===== src/hw/rtl/cce_pkg.sv =====
// Shared types and constants of the Chebyshev curve evaluator.
// Depends on nothing; used by every cell and by the top level.
`default_nettype none
package cce_pkg;

    localparam int unsigned POS_W   = 16;   // sample position and range bounds
    localparam int unsigned COEF_W  = 32;   // Q16.16 coefficient
    localparam int unsigned DEG_W   = 3;
    localparam int unsigned NUM_REG = 8;
    localparam int unsigned NUM_COEF = 5;
    localparam int unsigned AD_W    = 16;   // |end - start|
    localparam int unsigned REM_W   = 34;   // |numerator| + |d|/2
    localparam int unsigned CMP_W   = 38;   // divisor shifted by up to QTOP
    localparam int unsigned QTOP    = 21;   // top quotient bit, flags overflow
    localparam int unsigned Q_W     = QTOP + 1;
    localparam int unsigned Z_W     = 20;   // Q4.16
    localparam int unsigned B_W     = 43;   // Q27.16 Clenshaw term
    localparam int unsigned SUM_W   = 50;
    localparam int unsigned PROD_W  = 64;
    localparam int unsigned OUT_W   = 32;

    localparam logic [2:0] REG_RANGE_START = 3'd0;
    localparam logic [2:0] REG_RANGE_END   = 3'd1;
    localparam logic [2:0] REG_DEGREE      = 3'd2;
    localparam logic [2:0] REG_COEF_T0     = 3'd3;

    // Item travelling through the divider cells.
    typedef struct packed {
        logic [REM_W-1:0] rem;
        logic [Q_W-1:0]   q;
        logic [AD_W-1:0]  ad;
        logic             neg;
        logic             rerr;
    } t_div_item;

    // Item travelling through the Clenshaw cells.
    typedef struct packed {
        logic signed [Z_W-1:0] z;
        logic signed [B_W-1:0] b1;
        logic signed [B_W-1:0] b2;
        logic                  sat;
        logic                  rerr;
    } t_cl_item;

endpackage
`default_nettype wire


===== src/hw/rtl/cce_clen_cell.sv =====
// One Clenshaw step b = c + round(2z*b1) - b2, clipped; product then sum stage.
// Depends on cce_pkg.
`default_nettype none
module cce_clen_cell (
    input  wire                          i_clk,
    input  wire                          i_en_a,
    input  wire                          i_en_b,
    input  wire  [cce_pkg::COEF_W-1:0]   i_coef,
    input  cce_pkg::t_cl_item            i_item,
    output cce_pkg::t_cl_item            o_item
);
    import cce_pkg::*;

    t_cl_item                 r_a;
    logic signed [PROD_W-1:0] r_p;
    t_cl_item                 r_b;
    t_cl_item                 n_b;
    logic signed [Z_W:0]      z2;
    logic signed [PROD_W-1:0] pr;
    logic signed [SUM_W-1:0]  sum;
    logic                     clip_hi;
    logic                     clip_lo;

    assign z2 = {i_item.z, 1'b0};

    always_ff @(posedge i_clk) begin
        if (i_en_a) begin
            r_a <= i_item;
            r_p <= PROD_W'(z2) * PROD_W'(i_item.b1);
        end
        if (i_en_b) begin
            r_b <= n_b;
        end
    end

    always_comb begin
        pr  = (r_p + PROD_W'(32768)) >>> 16;
        sum = SUM_W'($signed(i_coef)) + pr[SUM_W-1:0] - SUM_W'(r_a.b2);
        clip_hi = !sum[SUM_W-1] && (sum[SUM_W-2:B_W-1] != '0);
        clip_lo = sum[SUM_W-1] && (sum[SUM_W-2:B_W-1] != '1);
        n_b    = r_a;
        n_b.b2 = r_a.b1;
        if (clip_hi) begin
            n_b.b1 = {1'b0, {(B_W-1){1'b1}}};
        end else if (clip_lo) begin
            n_b.b1 = {1'b1, {(B_W-1){1'b0}}};
        end else begin
            n_b.b1 = sum[B_W-1:0];
        end
        n_b.sat = r_a.sat | clip_hi | clip_lo;
    end

    assign o_item = r_b;

endmodule
`default_nettype wire


===== config.mk =====
export PLATFORM = sky130hd
export DESIGN_NAME = cce_clen_cell
export DESIGN_NICKNAME = d
export VERILOG_FILES = /design/src/hw/rtl/cce_pkg.sv /design/src/hw/rtl/cce_clen_cell.sv
export SDC_FILE = /design/constraint.sdc
export NUM_CORES = 2
export LEC_CHECK = 0
export BUFFER_PORTS_ARGS = -buffer_cell sky130_fd_sc_hd__buf_2
export CAP_MARGIN = 20
export CORE_ASPECT_RATIO = 1.2
export CORE_MARGIN = 1
export CORE_UTILIZATION = 42
export DETAILED_ROUTE_END_ITERATION = 16
export GPL_TIMING_DRIVEN = 0
export PLACE_DENSITY = 0.73
export SETUP_SLACK_MARGIN = 0.4
export SLEW_MARGIN = 20
export SYNTH_ARGS = -nofsm -noshare
export SYNTH_HDL_FRONTEND = slang
export SYNTH_SLANG_ARGS = --single-unit

===== constraint.sdc =====
create_clock -name i_clk -period 7.95 [get_ports i_clk]
set_input_delay 1.59 -clock i_clk [delete_from_list [all_inputs] [get_ports i_clk]]
set_output_delay 1.59 -clock i_clk [all_outputs]
set_load 0.05 [all_outputs]

# Word-level counts from Yosys, hierarchy flattened

Index checks and enable logic that the tools add are counted.

Multiply operators: 1
Equality and inequality tests: 1
Bitwise gates (word level): 2
Reductions and logical operators: 4
Divide/modulo/power cells: 0
$add $sub $neg: 3
$lt $le $gt $ge: 0
Shift-type cells: 0
Multiplexer cells: 1

Operator list:

| cell                   | count |
|---|---|
| $add 64x17->64 const B | 1 |
| $mul 20x43->63         | 1 |
| $sub 49x43->50         | 1 |
| $add 32x48->49         | 1 |
| $mux 43                | 1 |
| $ne 7x7->1 const B     | 1 |
| $reduce_bool 7->1      | 1 |
| $logic_and 1x1->1      | 2 |
| $or 1x1->1             | 2 |
| $logic_not 1->1        | 1 |

RAM bits: 0
Memory bits (read-only): 0
Latch bits: 0
Memories: 0
Register bits: 279

# Longest topological paths before layout

Word-level depth: 7
Mapped depth: 28
Mapped depth without buffers: 26

# Worst setup path after synthesis

OpenSTA, ideal clock, no wires.

Path type: input to register
Start: input i_item[93] in the netlist's numbering
End: register r_p[57], data pin
Arrival time: 8.254 ns
Setup time: 0.258 ns
Stages on the path: 26
Slack: -0.562 ns
Path through: clkbuf_1 -> clkbuf_1 -> nand2_1 -> fa_1 -> inv_1 -> fa_1 -> inv_1 -> fa_1 -> inv_1 -> fa_1 -> fa_1 -> fa_1 -> inv_1 -> fa_1 -> inv_1 -> ha_1 -> clkbuf_1 -> a21oi_1 -> o21ai_0 -> a41o_1 -> a41oi_1 -> nor3_1 -> or2_2 -> or4_1 -> a31oi_1 -> xnor2_1

Longest elaborated chain between the ends: 1

RTL lines:

| what                   | line                | RTL |
|---|---|---|
| start: declaration     | cce_clen_cell.sv:9  | `input cce_pkg::t_cl_item i_item,` |
| $mul 20x43->63         | cce_clen_cell.sv:29 | `r_p <= PROD_W'(z2) * PROD_W'(i_item.b1);` |
| end signal: assignment | cce_clen_cell.sv:29 |  |
| end: declaration       | cce_clen_cell.sv:15 | `logic signed [PROD_W-1:0] r_p;` |

No other way between the ends.
A chain may end at the register's enable or synchronous reset.

# Worst setup path after layout

Same ends and word-level chain as after synthesis.

==> metrics.cfg <==
[detailed_routing]
via_count=31700
wl_um=132000
first_pass_iters=5
drc=0
vias_per_cell=5.34
ant_nets=0
wl_per_cell_um=22.3
drt_iter0_markers=2491

[global_route]
grt_use_total=0.264
grt_pass1_vias=34000
overflow=0
grt_pass1_wl_um=199000
grt_antenna_before_repair=4
grt_max_degree=86

[critical_path]
worstPathArrival_ns=8.30
worst-path-max-fanout=8
cp_data_required_time_ns=8.28
cp-end-kind=register
crit_type=input port to register
cp-start-kind=input port

[place]
io_buffers=250
place_congestion=0.997
dp_hpwl_um=104000
place_ws_ns=-1.85

[synthesis]
synth_simple_gate_area_frac=0.139
yosys.area_share.adder=0.481
netlist_area_sq_mm=0.0419
synth_top_area_share=0.421
synthArstFlopShare=0
seq_area_frac_synth=0.190
synth_xor_area_frac=0.0299
yosysTopAreaCell=fa_1
synth.ff_latch_count=265
synth_cell_types=78
ys_warn_count=0
mappedNetlistNets=5453
avgSynthCellArea_sq_um=9.92
synth-compound-area-share=0.0544
synthMuxAreaShare=0
synth.area.top_cells=fa_1 42%, edfxtp_1 19%, inv_1 8.7%, ha_1 6.0%, nand2_1 5.2%
synth_top_family_by_area=adder cells
yosys_most_used_dff=edfxtp_1
synth-edff-count=265
synthCells=4228

[sta]
relSlewSlack=0.369
fmax_mhz=126
worst_clock_skew_ns=0.0149
hold_viol=0
setup_viol=1
tns_ns=-0.0146
hold_ws_ns=0.411
min_period_over_period=1.00
min_period_ns=7.96
slew_violations=0
rsz0062_at_grt=true
worst_slack_ns=-0.0146
worst_pin_slew_ns=0.947

[layout]
drive_above_1_share=0.182
utilization=0.506
final_net_count=5847
syn2layout_area_growth_pct=19.0
nFillCells=8736

[clock_tree]
clkLatencyLatePin_ns=0.60
cts_sinks=265
tritoncts=done
numCtsBuffers=35
clk_path_buf_depth=3
htree_levels=2
root_buffer=clkbuf_16
clk_pin_slew_ns=0.06
cts_hold_buf=0

[min_path]
hold_path_class=register to register

[status]
outcome=finished with violations
violations=setup timing

[job]
maxCapViolations=0

[floorplan]
fp.dieW_um=290
coreArea_sq_mm=0.0987
ios=251
rows=126
start_util=0.425
die_h_um=348
die-area_sq_mm=0.101

-- what timing repair did --
| action | in CTS | in global routing |
|---|---|---|
| hold endpoints to repair | 0 | 0 |
| pin swaps | 57 | 77 |
| resized for setup | 403 | 230 |
| setup endpoints to repair | 46 | 75 |
| cloned | 6 | 5 |
| setup buffers | 49 | 45 |
-- critical path: stages --
cell,delay [ns]
buf_12,0.11
clkbuf_16,0.17
clkbuf_16,0.20
buf_12,0.14
nand2_1,0.07
fa_1,0.44
fa_2,0.57
inv_1,0.05
fa_1,0.42
fa_1,0.51
fa_1,0.44
fa_1,0.55
fa_1,0.46
ha_4,0.27
a21oi_2,0.12
o21ai_2,0.08
a21oi_2,0.17
o21ai_4,0.09
buf_12,0.15
a2111oi_4,0.30
buf_6,0.20
nor3_4,0.08
or2_4,0.26
or4_4,0.46
a31oi_4,0.23
xnor2_2,0.12
-- cells in the mapped netlist (all sizes together) (29+ instances only) --
master  count
xnor2      98
ha        201
nand2     580
xor2       45
o21ai      87
nand4      29
fa        881
and2      346
a21oi     111
nand3      49
edfxtp    265
nor2      109
a21o       35
clkbuf    180
inv       969
-- sequential cells by signal, indices dropped and copies added, names as in the netlist --
signal	flops
o_item	108
r_a	44
n_b	64
r_p	49
-- cells by family after synthesis --
| kind of cell | after synthesis |
|---|---|
| xor gates and xnor gates | 143 |
| adders and majority gates | 1082 |
| and+or+nand+nor | 1212 |
| buffers and inverters | 1176 |
| AOI/OAI and AO/OA | 350 |
| DFF | 265 |
-- per-layer routing --
metal | vias to the layer above | GRT usage | wire [um]
met4 | 2 | 0.161 | 9500
met2 | 1601 | 0.445 | 63500
li1 | 13600 | - | -
met1 | 16100 | 0.315 | 47900
met3 | 422 | 0.0473 | 11400
met5 | - | 0 | 16
-- cells in the final DEF (no fill, tap or decap), types with 42 or more instances in the layout --
cell type / Yosys / layout
clkbuf_16: 0 / 71
edfxtp_1: 265 / 265
buf_4: 7 / 93
a21oi_1: 108 / 89
nor2_1: 109 / 98
fa_2: 0 / 42
o21ai_0: 62 / 50
xor2_1: 45 / 43
ha_1: 201 / 164
nand2_1: 580 / 561
and2_1: 346 / 330
buf_2: 16 / 253
fa_1: 881 / 839
xnor2_1: 98 / 91
nand3_1: 49 / 46
inv_1: 969 / 946
-- through the flow --
step           cell area, sq um  std cells
6_report                  49900       5933
5_1_grt                   49900       5929
4_1_cts                   48800       5878
3_5_place_dp              45500       5760
3_3_place_gp              45400       5758
2_1_floorplan             42500       4228
-- path summary, 6_finish.rpt --
check	start	endpoint	slack [ns]	cells past startpoint
min	n_b[5]	o_item[5]	0.41	0
min reg2reg	n_b[5]	o_item[5]	0.41	0
max reg2reg	r_p[18]	o_item[48]	1.02	22
max	i_item[93]	r_p[57]	-0.01	26
-- layout make-up --
| class | instances | area (sq um) | share of cell area |
|---|---|---|---|
| Multi-Input combinational cell | 2787 | 30700 | 0.615 |
| Antenna cell | 5 | 12.5 | 0.000251 |
| Sequential cell | 265 | 7960 | 0.159 |
| Tap cell | 1280 | 1600 | 0.0321 |
| Inverter | 970 | 3650 | 0.0731 |
| Clock inverter | 24 | 238 | 0.00476 |
| Clock buffer | 39 | 912 | 0.0183 |
| Buffer | 206 | 2320 | 0.0464 |
| Timing Repair Buffer | 357 | 2540 | 0.0509 |
Power is not shown: default switching activity piles up to over one toggle a cycle in this logic, so the estimate is an artifact.
