===== config.mk =====
export PLATFORM = sky130hd
export DESIGN_NAME = cce_div_cell
export DESIGN_NICKNAME = d
export VERILOG_FILES = /design/src/hw/rtl/cce_pkg.sv /design/src/hw/rtl/cce_div_cell.sv
export SDC_FILE = /design/constraint.sdc
export NUM_CORES = 1
export LEC_CHECK = 0
export ABC_CLOCK_PERIOD_IN_PS = 3300
export BUFFER_PORTS_ARGS = -buffer_cell sky130_fd_sc_hd__buf_2
export CELL_PAD_IN_SITES_DETAIL_PLACEMENT = 1
export CELL_PAD_IN_SITES_GLOBAL_PLACEMENT = 2
export CORE_ASPECT_RATIO = 1.1
export CORE_MARGIN = 4
export CORE_UTILIZATION = 29
export DETAILED_ROUTE_END_ITERATION = 16
export PLACE_DENSITY_LB_ADDON = 0.1
export SLEW_MARGIN = 40
export SYNTH_ARGS = -nofsm -noshare
export SYNTH_HDL_FRONTEND = slang
export SYNTH_SLANG_ARGS = --single-unit
export TNS_END_PERCENT = 5

===== constraint.sdc =====
create_clock -name i_clk -period 3.3 [get_ports i_clk]
set_clock_uncertainty 0.2 [all_clocks]
set_input_delay 0.165 -clock i_clk [delete_from_list [all_inputs] [get_ports i_clk]]
set_output_delay 0.165 -clock i_clk [all_outputs]
set_load 0.005 [all_outputs]

===== src/hw/rtl/cce_pkg.sv =====
// Shared types and constants of the Chebyshev curve evaluator.
// Depends on nothing; used by every cell and by the top level.
`default_nettype none
package cce_pkg;

    localparam int unsigned POS_W   = 16;   // sample position and range bounds
    localparam int unsigned COEF_W  = 32;   // Q16.16 coefficient
    localparam int unsigned DEG_W   = 3;
    localparam int unsigned NUM_REG = 8;
    localparam int unsigned NUM_COEF = 5;
    localparam int unsigned AD_W    = 16;   // |end - start|
    localparam int unsigned REM_W   = 34;   // |numerator| + |d|/2
    localparam int unsigned CMP_W   = 38;   // divisor shifted by up to QTOP
    localparam int unsigned QTOP    = 21;   // top quotient bit, flags overflow
    localparam int unsigned Q_W     = QTOP + 1;
    localparam int unsigned Z_W     = 20;   // Q4.16
    localparam int unsigned B_W     = 43;   // Q27.16 Clenshaw term
    localparam int unsigned SUM_W   = 50;
    localparam int unsigned PROD_W  = 64;
    localparam int unsigned OUT_W   = 32;

    localparam logic [2:0] REG_RANGE_START = 3'd0;
    localparam logic [2:0] REG_RANGE_END   = 3'd1;
    localparam logic [2:0] REG_DEGREE      = 3'd2;
    localparam logic [2:0] REG_COEF_T0     = 3'd3;

    // Item travelling through the divider cells.
    typedef struct packed {
        logic [REM_W-1:0] rem;
        logic [Q_W-1:0]   q;
        logic [AD_W-1:0]  ad;
        logic             neg;
        logic             rerr;
    } t_div_item;

    // Item travelling through the Clenshaw cells.
    typedef struct packed {
        logic signed [Z_W-1:0] z;
        logic signed [B_W-1:0] b1;
        logic signed [B_W-1:0] b2;
        logic                  sat;
        logic                  rerr;
    } t_cl_item;

endpackage
`default_nettype wire


===== src/hw/rtl/cce_div_cell.sv =====
// One restoring-division cell: decides quotient bit SHIFT.
// Depends on cce_pkg.
`default_nettype none
module cce_div_cell #(
    parameter int unsigned SHIFT = 0
) (
    input  wire                   i_clk,
    input  wire                   i_en,
    input  cce_pkg::t_div_item    i_item,
    output cce_pkg::t_div_item    o_item
);
    import cce_pkg::*;

    t_div_item        r_item;
    t_div_item        n_item;
    logic [CMP_W-1:0] dshift;
    logic [CMP_W-1:0] rem_ext;

    always_comb begin
        dshift  = {{(CMP_W-AD_W){1'b0}}, i_item.ad} << SHIFT;
        rem_ext = {{(CMP_W-REM_W){1'b0}}, i_item.rem};
        n_item  = i_item;
        if (rem_ext >= dshift) begin
            n_item.rem      = REM_W'(rem_ext - dshift);
            n_item.q[SHIFT] = 1'b1;
        end
    end

    always_ff @(posedge i_clk) begin
        if (i_en) begin
            r_item <= n_item;
        end
    end

    assign o_item = r_item;

endmodule
`default_nettype wire


Yosys cells after proc, flatten, opt, wreduce, memory -nomap -nowiden
Index checks and enable logic that the tools add are counted.
Storage, ports and cells
  memory bits (writable): 0
  ROM bits: 0
  bits in latches: 0
  word-level logic and storage cells: 9
  register bits: 74
  output and inout port bits: 74
  memories kept: 0
  input bits: 76
Cells by class
  order comparisons: 1
  shift operators: 0
  bitwise gates (word level): 0
  muxes and demuxes: 1
  eq/ne operators: 0
  reductions and logical operators: 0
  add/subtract/negate cells: 1
  multipliers: 0
  div/mod/pow operators: 0
Operators with widths (count)
  $ge A34 B16 Y1: 1
  $mux W34: 1
  $sub A34 B16 Y34: 1

Longest topological paths before layout
Gate-level depths: netlist of the first run.
  depth after elaboration: 2
  mapped depth: 13
  depth with buffers taken out: 11

Least setup slack after synthesis of the first run
Ideal clock, no wire load.
  kind: in2reg
  from: input port i_item[40] (netlist name)
  to: register r_item, in the netlist o_item[72] (data pin)
  path slack: 0.236 ns
  cell stages on the path: 13
  buffers on the path: 2
  arrival: 2.593 ns
  setup time: 0.271 ns
  required time: 2.829 ns
  cells stage by stage: inv_1 ha_1 inv_1 fa_1 a21o_1 a221oi_1 a211oi_2 or4_4 buf_6 nand2b_2 buf_6 nor4_1 xor2_1
RTL lines
  start: declaration: line cce_div_cell.sv:9  | input cce_pkg::t_div_item i_item,
  end signal: assignment: line cce_div_cell.sv:31  | r_item <= n_item;
  end: declaration: line cce_div_cell.sv:14  | t_div_item r_item;

==> results.md, run 1 <==
- Status: finished clean
- Power Internal: 1.992 mW
- Antenna violation net count after detailed routing: 0
- Sequential-to-total area share from yosys stat: 0.6208
- Compound-Gate Fraction of Synth Area: 0.08773
- Final cycle utilization of the critical path: 0.9782
- Setup total negative slack: 0 ns
- DIE AREA: 14190 um2
- Relative slew slack: 0.5464
- I/O pin count: 150
- Clock buffer depth: 2
- Final hold vios: 0
- Unrepaired setup endpoints after global routing: true
- Tot GR Track Use: 0.1501
- PD cells: 470.5 nW/um2
- Hold Path Cell Cnt: 3
- Top_reg_cell synth: edfxtp_1
- Fin nets: 609
- Area leader, netlist: edfxtp_1
- Place WS: 0.02604 ns
- WS Path Type: in2reg
- Final GP Congestion: 0.7456
- Fillers: 1331
- Layer with the highest usage: met2
- Clock transition at path regs: 0.06 ns
- Vias in the first global route: 3324
- Slew @ Worst Pin: 0.6804 ns
- Post-Synth Adder-Cell Area: 0.06152
- Clock Power Share: 0.382
- Chip Width: 113.9 um
- Synth Register Bits: 74
- Met2 GRT Util: 0.2664
- # diodes: 0
- Fin crit period: 3.228 ns
- Leakage: 2.415 nW
- Worst Path Required: 3.18 ns
- Largest net degree at the start of global routing: 75
- Synth Cell Area: 3580 um2
- Top post-synthesis cells by area: edfxtp_1 62%, xor2_1 5.6%, ha_1 5.6%
- CTS Sinks: 74
- Vias/cell: 4.533
- Final Setup Violations: 0
- Die height: 124.5 um
- First-pass GRT wire length: 16.86 mm
- Final HPWL DP: 7.439 mm
- Mapped Nets: 373
- Initial antenna violation count: 0
- CTS tree: done
- H-tree levels: 3
- Post-synthesis cell type count: 45
- Worst Min Path Start: i_item[45]
- Routed length per instance: 15.56 um
- Top post-synthesis cells by count: 74 x edfxtp_1, 23 x xor2_1, 21 x nand2_1, 20 x inv_1
- CP Capture Type: flop
- VDD IR max: 0.2139 mV
- Post-route DRC: 0
- Starting DRT DRC Count: 83
- Startpoint Class: input pin
- Setup ws final: 0.07199 ns
- Crit Path Max Fanout: 8
- Sequential Power Share: 0.440
- M1 GR Usage: 0.1793
- IO Port Bufs: 149
- Max-slew violation count: 0
- Root buf cell: clkbuf_16
- Core box area: 12030 um2
- Hold Path Class: in2reg
- Max Cap Violations: 0
- Met3 Usage GRT: 0.02575
- Post-synthesis mux area share: 0
- Pre-antenna DRT Iters: 4
- GR Overflow Total: 0
- Sw Pwr: 665.9 uW
- Comb pwr share: 0.178
- Syn Inst Count: 280
- Share of cells above drive strength 1: 0.3724
- Largest family of logic cells by synthesized area: simple AND/OR/NAND/NOR gates
- Yosys warning count: 0
- Layout area overhead: 57.81%
- F_max: 309.8 MHz
- CTS buffer count: 9
- Overall power: 2.658 mW
- Crit path arrival time: 3.10 ns
- Starting density of the core: 0.2975
- Switching share of power: 0.2505
- Share of the synthesized area in the top cell type: 0.6208
- Simple logic cell fraction of the synthesized area: 0.1241
- Synth Area in XOR/XNOR: 0.07340
- DRT Wirelength: 10.51 mm
- Vias: 3060
- Hold EP: o_item[45]
- Syn_area_per_cell: 12.78 um2
- Most numerous cell in the Yosys netlist: edfxtp_1
- Max reg flops: 74
- FP Rows: 42
- Asr flop ratio synth: 0
- Number of flops mapped to enable cells by yosys: 74
==> critical path, stage by stage <==
cell	delay (ns)
dlygate4sd3_1	0.53
buf_2	0.14
or4_4	0.55
or3_4	0.36
or3_4	0.41
or4_4	0.55
nand2b_4	0.15
nor3_1	0.09
xor2_1	0.16
==> what timing repair did <==
| item | in CTS | in global routing |
|---|---|---|
| hold buffers | 71 | 0 |
| endpoints found under the setup margin | 0 | 28 |
| buffers inserted | 0 | 2 |
| resized for setup | 0 | 12 |
| hold endpoints to repair | 71 | 0 |
==> how the worst max path moves through the flow <==
stage                    start  slack [ns]    endpoint
floorplan           i_item[40]        0.24  o_item[72]
global placement    i_item[14]        0.09  o_item[67]
detailed placement  i_item[17]        0.03  o_item[67]
CTS                 i_item[68]        0.01  o_item[72]
global route         i_item[3]       0.006  o_item[57]
finish              i_item[68]        0.07  o_item[70]
==> power groups by stage <==
stage                     sequential (mW)  clock [mW]  combinational, mW
after floorplan                      1.20           0              0.162
after global placement               1.19           0              0.399
after detailed placement             1.19           0              0.403
after CTS                            1.17        1.05              0.471
after global routing                 1.18        1.09              0.530
final                                1.17        1.02              0.474
==> cell type report <==
| cell class | count | area [um2] | area share |
|---|---|---|---|
| Clock buffer | 9 | 225.2 | 0.03987 |
| Clock inverter | 7 | 83.83 | 0.01484 |
| Inverter | 20 | 75.07 | 0.01329 |
| Multi-Input combinational cell | 180 | 1301 | 0.2303 |
| Sequential cell | 74 | 2222 | 0.3934 |
| Tap cell | 154 | 192.7 | 0.03411 |
| Timing Repair Buffer | 231 | 1549 | 0.2742 |
==> cells by family after synthesis <==
kind of cell,after synthesis
compound gates,50
xor+xnor,30
fa+ha+maj,17
buf+inv,26
flops,74
simple gates,83
==> through the flow <==
stage                     instances  utilization  cell area (um2)  hold WS (ns)
after floorplan                 280            -             3580       0.06387
after global placement          586       0.3778             4547        0.1414
after detailed placement        586       0.3781             4551        0.1433
after CTS                       673       0.4629             5570      0.005709
after global routing            675       0.4694             5649       0.01666
final                           675       0.4694             5649      0.009818
==> per-layer routing <==
layer | up-vias | routed length, um
met5 | - | 0
met1 | 1447 | 4388
met4 | 0 | 193
li1 | 1508 | -
met2 | 92 | 5380
met3 | 13 | 543
==> cells in the final DEF (no fill, tap or decap), types with 3 or more instances in the layout <==
master / Yosys / final
buf_2: 3 / 148
edfxtp_1: 74 / 74
dlygate4sd3_1: 0 / 71
xor2_1: 23 / 23
nand2_1: 21 / 21
inv_1: 20 / 20
a21oi_1: 17 / 17
nor2_1: 17 / 17
ha_1: 16 / 16
o21ai_0: 11 / 11
nor3_1: 10 / 10
buf_4: 0 / 10
clkbuf_16: 0 / 9
xnor2_1: 7 / 7
or3_1: 7 / 5
nor4_2: 0 / 4
or3_4: 1 / 3
nand4_1: 3 / 3
a21o_1: 3 / 3
o21a_1: 3 / 3
inv_6: 0 / 3
Power figures use the tool's default switching activity.
==> run 2, diff against run 1 <==
--- a/config.mk
+++ b/config.mk
@@ -13,6 +13,7 @@
 export CORE_MARGIN = 4
 export CORE_UTILIZATION = 29
 export DETAILED_ROUTE_END_ITERATION = 16
+export GPL_TIMING_DRIVEN = 0
 export PLACE_DENSITY_LB_ADDON = 0.1
 export SLEW_MARGIN = 40
 export SYNTH_ARGS = -nofsm -noshare
==> results.md, run 2 (synthesis results as in run 1) <==
- Status: finished clean
- Pre-antenna DRT Iters: 4
- DIE AREA: 14190 um2
- Clock transition at path regs: 0.07 ns
- Routed length per instance: 16.18 um
- Root buf cell: clkbuf_16
- Slew @ Worst Pin: 0.5606 ns
- GR Overflow Total: 0
- Most common cell after layout, fill and taps aside: buf_2
- Crit Path Max Fanout: 9
- CP dominant cell by count: buf_2
- Max reg flops: 74
- Fin nets: 606
- VDD IR max: 0.2331 mV
- Vias/cell: 4.564
- Crit path arrival time: 2.93 ns
- IO Port Bufs: 149
- Share of cells above drive strength 1: 0.3514
- Hold Path Class: in2reg
- Die height: 124.5 um
- WS Path Type: in2reg
- Final hold vios: 0
- Post-DP Area: 4552 um2
- Relative slew slack: 0.6235
- F_max: 327.1 MHz
- Starting DRT DRC Count: 92
- Sequential Power Share: 0.438
- Slowest stage cell, crit path: dlygate4sd3_1
- CP Capture Type: flop
- Final GP Congestion: 0.7466
- Unrepaired setup endpoints after global routing: false
- I/O pin count: 150
- Worst Path Required: 3.18 ns
- # diodes: 0
- Clock buffer depth: 2
- Largest net degree at the start of global routing: 53
- Sw Pwr: 682.4 uW
- Max-slew violation count: 0
- Startpoint Class: input pin
- Final Setup Violations: 0
- Max Cap Violations: 0
- CTS tree: done
- Final core utilization: 0.4662
- Final Cell Area: 5610 um2
- Clock Power Share: 0.388
- H-tree levels: 3
- Switching share of power: 0.2560
- Crit-path max cell delay: 0.53 ns
- Tot GR Track Use: 0.1552
- Starting density of the core: 0.2975
- First-pass GRT wire length: 17.24 mm
- Commonest non-fill, non-tap cells in the layout: 151 x buf_2, 74 x edfxtp_1, 72 x dlygate4sd3_1
- Initial antenna violation count: 0
- CTS Sinks: 74
- Hold slack: 0.01217 ns
- Fin crit period: 3.058 ns
- Final cycle utilization of the critical path: 0.9265
- Vias in the first global route: 3251
- PD cells: 475.1 nW/um2
- DRT Wirelength: 10.87 mm
- CTS buffer count: 9
- Final Instance Count excl. Fillers: 672
- Comb pwr share: 0.175
- Layout area overhead: 56.73%
- Chip Width: 113.9 um
- FP Rows: 42
- Post-route DRC: 0
- Critical Path, Cell by Cell: dlygate4sd3_1 -> buf_2 -> ha_1 -> a21oi_1 -> o21a_1 -> o21ai_1 -> nor4_4 -> or3_1 -> buf_2 -> nor4_1 -> xor2_1
- Vias: 3067
- Post-placement cell count: 584
- Power Internal: 1.983 mW
- Core box area: 12030 um2
- Antenna violation net count after detailed routing: 0
- Leakage: 2.384 nW
- Final HPWL DP: 7.708 mm
## run 2: cell count changes in the layout (fill, tap and decap cells not counted), sizes merged
cell | previous run | this run
buf | 160 | 155
dlygate4sd3 | 71 | 72
clkbuf | 9 | 10
## run 2: critical path: cells and delay by family
family,cells,cell delay (ns)
fa+ha+maj,1,0.39
xor+xnor,1,0.11
buf+inv,3,0.85
compound gates,3,0.63
simple gates,3,0.78
## run 2: timing repair
action	in CTS	in global routing
endpoints found under the setup margin	18	5
endpoints found under the hold margin	93	0
hold buffers	72	0
gates resized for setup	1	4
setup buffers	0	0
cloned	0	0
## run 2: cell type report
| class | instances | area [um2] |
|---|---|---|
| plain buffers | 6 | 41.29 |
| flip-flops and latches | 74 | 2222 |
| repair buffers | 222 | 1500 |
| fillers | 1348 | 6424 |
| clock buffers | 9 | 225.2 |
| multi-input cells | 180 | 1270 |
| clock inverters | 7 | 83.83 |
| well taps | 154 | 192.7 |
| inverters | 20 | 75.07 |
## run 2: path summary, 6_finish.rpt
| check | from | to | slack (ns) | cells past startpoint |
|---|---|---|---|---|
| max | i_item[47] | o_item[67] | 0.24 | 11 |
| min | i_item[56] | o_item[56] | 0.01 | 2 |
## run 2: power groups by stage
| stage | clock (mW) | combinational, mW | sequential (mW) |
|---|---|---|---|
| after floorplan | 0 | 0.162 | 1.20 |
| after global placement | 0 | 0.387 | 1.19 |
| after detailed placement | 0 | 0.396 | 1.19 |
| after CTS | 1.07 | 0.469 | 1.17 |
| after global routing | 1.11 | 0.519 | 1.17 |
| final | 1.03 | 0.466 | 1.17 |
## run 2: layer usage
metal	vias up	share of wire	track usage	wire length, um
li1	1508	-	-	-
met1	1450	0.42	0.1899	4527
met2	98	0.50	0.2657	5485
met3	11	0.064	0.03887	697
met4	0	0.015	0.04892	160
met5	-	0	0	0
## run 2: metrics by stage
step           total power [mW]  setup TNS (ns)  setup slack (ns)
6_report                  2.666               0            0.2425
5_1_grt                   2.806               0           0.02148
4_1_cts                   2.708               0           0.08389
3_5_place_dp              1.584          -12.33           -0.5675
2_1_floorplan             1.364               0            0.2358
3_3_place_gp              1.573          -12.59           -0.5963
==> run 3, diff against run 2 <==
--- a/config.mk
+++ b/config.mk
@@ -5,13 +5,13 @@
 export SDC_FILE = /design/constraint.sdc
 export NUM_CORES = 1
 export LEC_CHECK = 0
-export ABC_CLOCK_PERIOD_IN_PS = 3300
+export ABC_CLOCK_PERIOD_IN_PS = 2800
 export BUFFER_PORTS_ARGS = -buffer_cell sky130_fd_sc_hd__buf_2
 export CELL_PAD_IN_SITES_DETAIL_PLACEMENT = 1
 export CELL_PAD_IN_SITES_GLOBAL_PLACEMENT = 2
-export CORE_ASPECT_RATIO = 1.1
+export CORE_ASPECT_RATIO = 0.6
 export CORE_MARGIN = 4
-export CORE_UTILIZATION = 29
+export CORE_UTILIZATION = 27
 export DETAILED_ROUTE_END_ITERATION = 16
 export GPL_TIMING_DRIVEN = 0
 export PLACE_DENSITY_LB_ADDON = 0.1
==> constraint.sdc (replaced) <==
create_clock -name i_clk -period 2.8 [get_ports i_clk]
set_clock_uncertainty 0.2 [all_clocks]
set_input_delay 0.14 -clock i_clk [delete_from_list [all_inputs] [get_ports i_clk]]
set_output_delay 0.14 -clock i_clk [all_outputs]
set_load 0.005 [all_outputs]
==> results.md, run 3 (synthesis results as in run 1) <==
- Leakage: 2.411 nW
- Crit Path Max Fanout: 10
- Max reg flops: 74
- Failing checks: hold timing
- Max Cap Violations: 0
- Clock buffer depth: 2
- Tot GR Track Use: 0.1521
- CP Capture Type: flop
- Hold slack: -0.003701 ns
- PD cells: 558.4 nW/um2
- H-tree levels: 3
- Core box area: 12890 um2
- FP Rows: 32
- CTS tree: done
- Worst Path Required: 2.67 ns
- Post-route DRC: 0
- WS Path Type: in2reg
- Fin nets: 609
- Switching share of power: 0.2430
- Starting DRT DRC Count: 122
- Root buf cell: clkbuf_16
- Die height: 97.19 um
- Clock transition at path regs: 0.06 ns
- Pre-antenna DRT Iters: 4
- GR Overflow Total: 0
- CTS Sinks: 74
- Slowest stage cell, crit path: or4_4
- Fillers: 1388
- Startpoint Class: input pin
- Crit-path max cell delay: 0.49 ns
- F_max: 359.3 MHz
- Unrepaired setup endpoints after global routing: true
- Commonest non-fill, non-tap cells in the layout: 150 x buf_2, 74 x edfxtp_1, 70 x dlygate4sd3_1
- Most common cell after layout, fill and taps aside: buf_2
- Status: finished with violations
- Vias/cell: 4.431
- Sequential Power Share: 0.430
- Layout area overhead: 59.98%
- Vias: 3062
- Vias in the first global route: 3192
- Fin crit period: 2.783 ns
- VDD IR max: 0.2565 mV
- I/O pin count: 150
- Clock Power Share: 0.391
- Share of cells above drive strength 1: 0.3820
- Max-slew violation count: 0
- Starting density of the core: 0.2777
- Chip Width: 156.7 um
- Antenna violation net count after detailed routing: 0
- Delay-heaviest family, CP: compound AO/OA/AOI/OAI gates
- Worst path bufs/invs: 5
- IO Port Bufs: 149
- Routed length per instance: 16.69 um
- DRT Wirelength: 11.54 mm
- Power Internal: 2.421 mW
- Final GP Congestion: 0.7696
- DIE AREA: 15220 um2
- Final cycle utilization of the critical path: 0.9939
- Crit path arrival time: 2.65 ns
- # diodes: 0
- Final HPWL DP: 8.636 mm
- Comb pwr share: 0.179
- Overall power: 3.198 mW
- Slew @ Worst Pin: 0.4741 ns
- Final Setup Violations: 0
- Sw Pwr: 777.0 uW
- Hold Path Class: in2reg
- Final hold vios: 1
- First-pass GRT wire length: 17.97 mm
- Relative slew slack: 0.6839
- Largest net degree at the start of global routing: 50
- CTS buffer count: 9
- Critical Path, Cell by Cell: buf_2 -> inv_1 -> ha_1 -> inv_1 -> fa_2 -> a21o_1 -> a221oi_4 -> a211oi_4 -> or4_4 -> buf_6 -> nand2b_2 -> buf_6 -> nor4_1 -> xor2_1
- Initial antenna violation count: 0
==> run 3: cell count changes in the layout (fill, tap and decap cells not counted), sizes merged <==
cell / previous run / this run
bufinv: 1 / 2
clkbuf: 10 / 11
clkinv: 1 / 2
dlygate4sd3: 72 / 70
buf: 155 / 160
inv: 24 / 21
==> run 3: per-layer routing <==
| layer | part of all wire | GRT usage |
|---|---|---|
| met1 | 0.53 | 0.2361 |
| met5 | 0 | 0 |
| met4 | 0.0063 | 0.03000 |
| met2 | 0.39 | 0.2078 |
| met3 | 0.071 | 0.04406 |
==> run 3: power by group through the flow <==
stage	sequential [mW]	clock [mW]	combinational [mW]
global route	1.39	1.35	0.636
finish	1.38	1.25	0.572
CTS	1.38	1.30	0.568
detailed placement	1.40	0	0.484
global placement	1.40	0	0.472
floorplan	1.42	0	0.198
==> run 3: layout make-up <==
type | count | area, um2 | share of cell area
clock buffers | 10 | 229.0 | 0.03998
inverters | 20 | 75.07 | 0.01311
plain buffers | 6 | 45.04 | 0.007865
well taps | 170 | 212.7 | 0.03714
flip-flops and latches | 74 | 2222 | 0.3880
repair buffers | 225 | 1518 | 0.2650
multi-input cells | 180 | 1335 | 0.2331
clock inverters | 6 | 90.09 | 0.01573
==> run 3: path summary, 6_finish.rpt <==
| kind | start | to | slack (ns) | cells past startpoint |
|---|---|---|---|---|
| min | i_item[46] | o_item[46] | -0.004 | 3 |
| max | i_item[40] | o_item[72] | 0.02 | 14 |
==> run 3: through the flow <==
step	area (um2)	utilization	cells	TNS, ns	setup slack, ns
finish	5727	0.4442	691	0	0.01708
global route	5727	0.4442	691	-0.7403	-0.09801
CTS	5660	0.4391	688	-0.2192	-0.05837
detailed placement	4602	0.3569	600	-14.76	-0.6526
global placement	4568	0.3543	599	-13.83	-0.6461
floorplan	3610	-	280	-0.2850	-0.02882
==> run 3: timing repair <==
item,4_1_cts,5_1_grt
cloned,0,0
hold buffers,69,1
endpoints found under the hold margin,94,1
buffers inserted,3,2
gates resized for setup,7,10
pin swaps,4,2
endpoints found under the setup margin,25,26
==> run 3: tightest hold or removal path, stage by stage <==
cell and delay (ns):
buf_2 0.09, nor2_1 0.04, a21oi_1 0.13
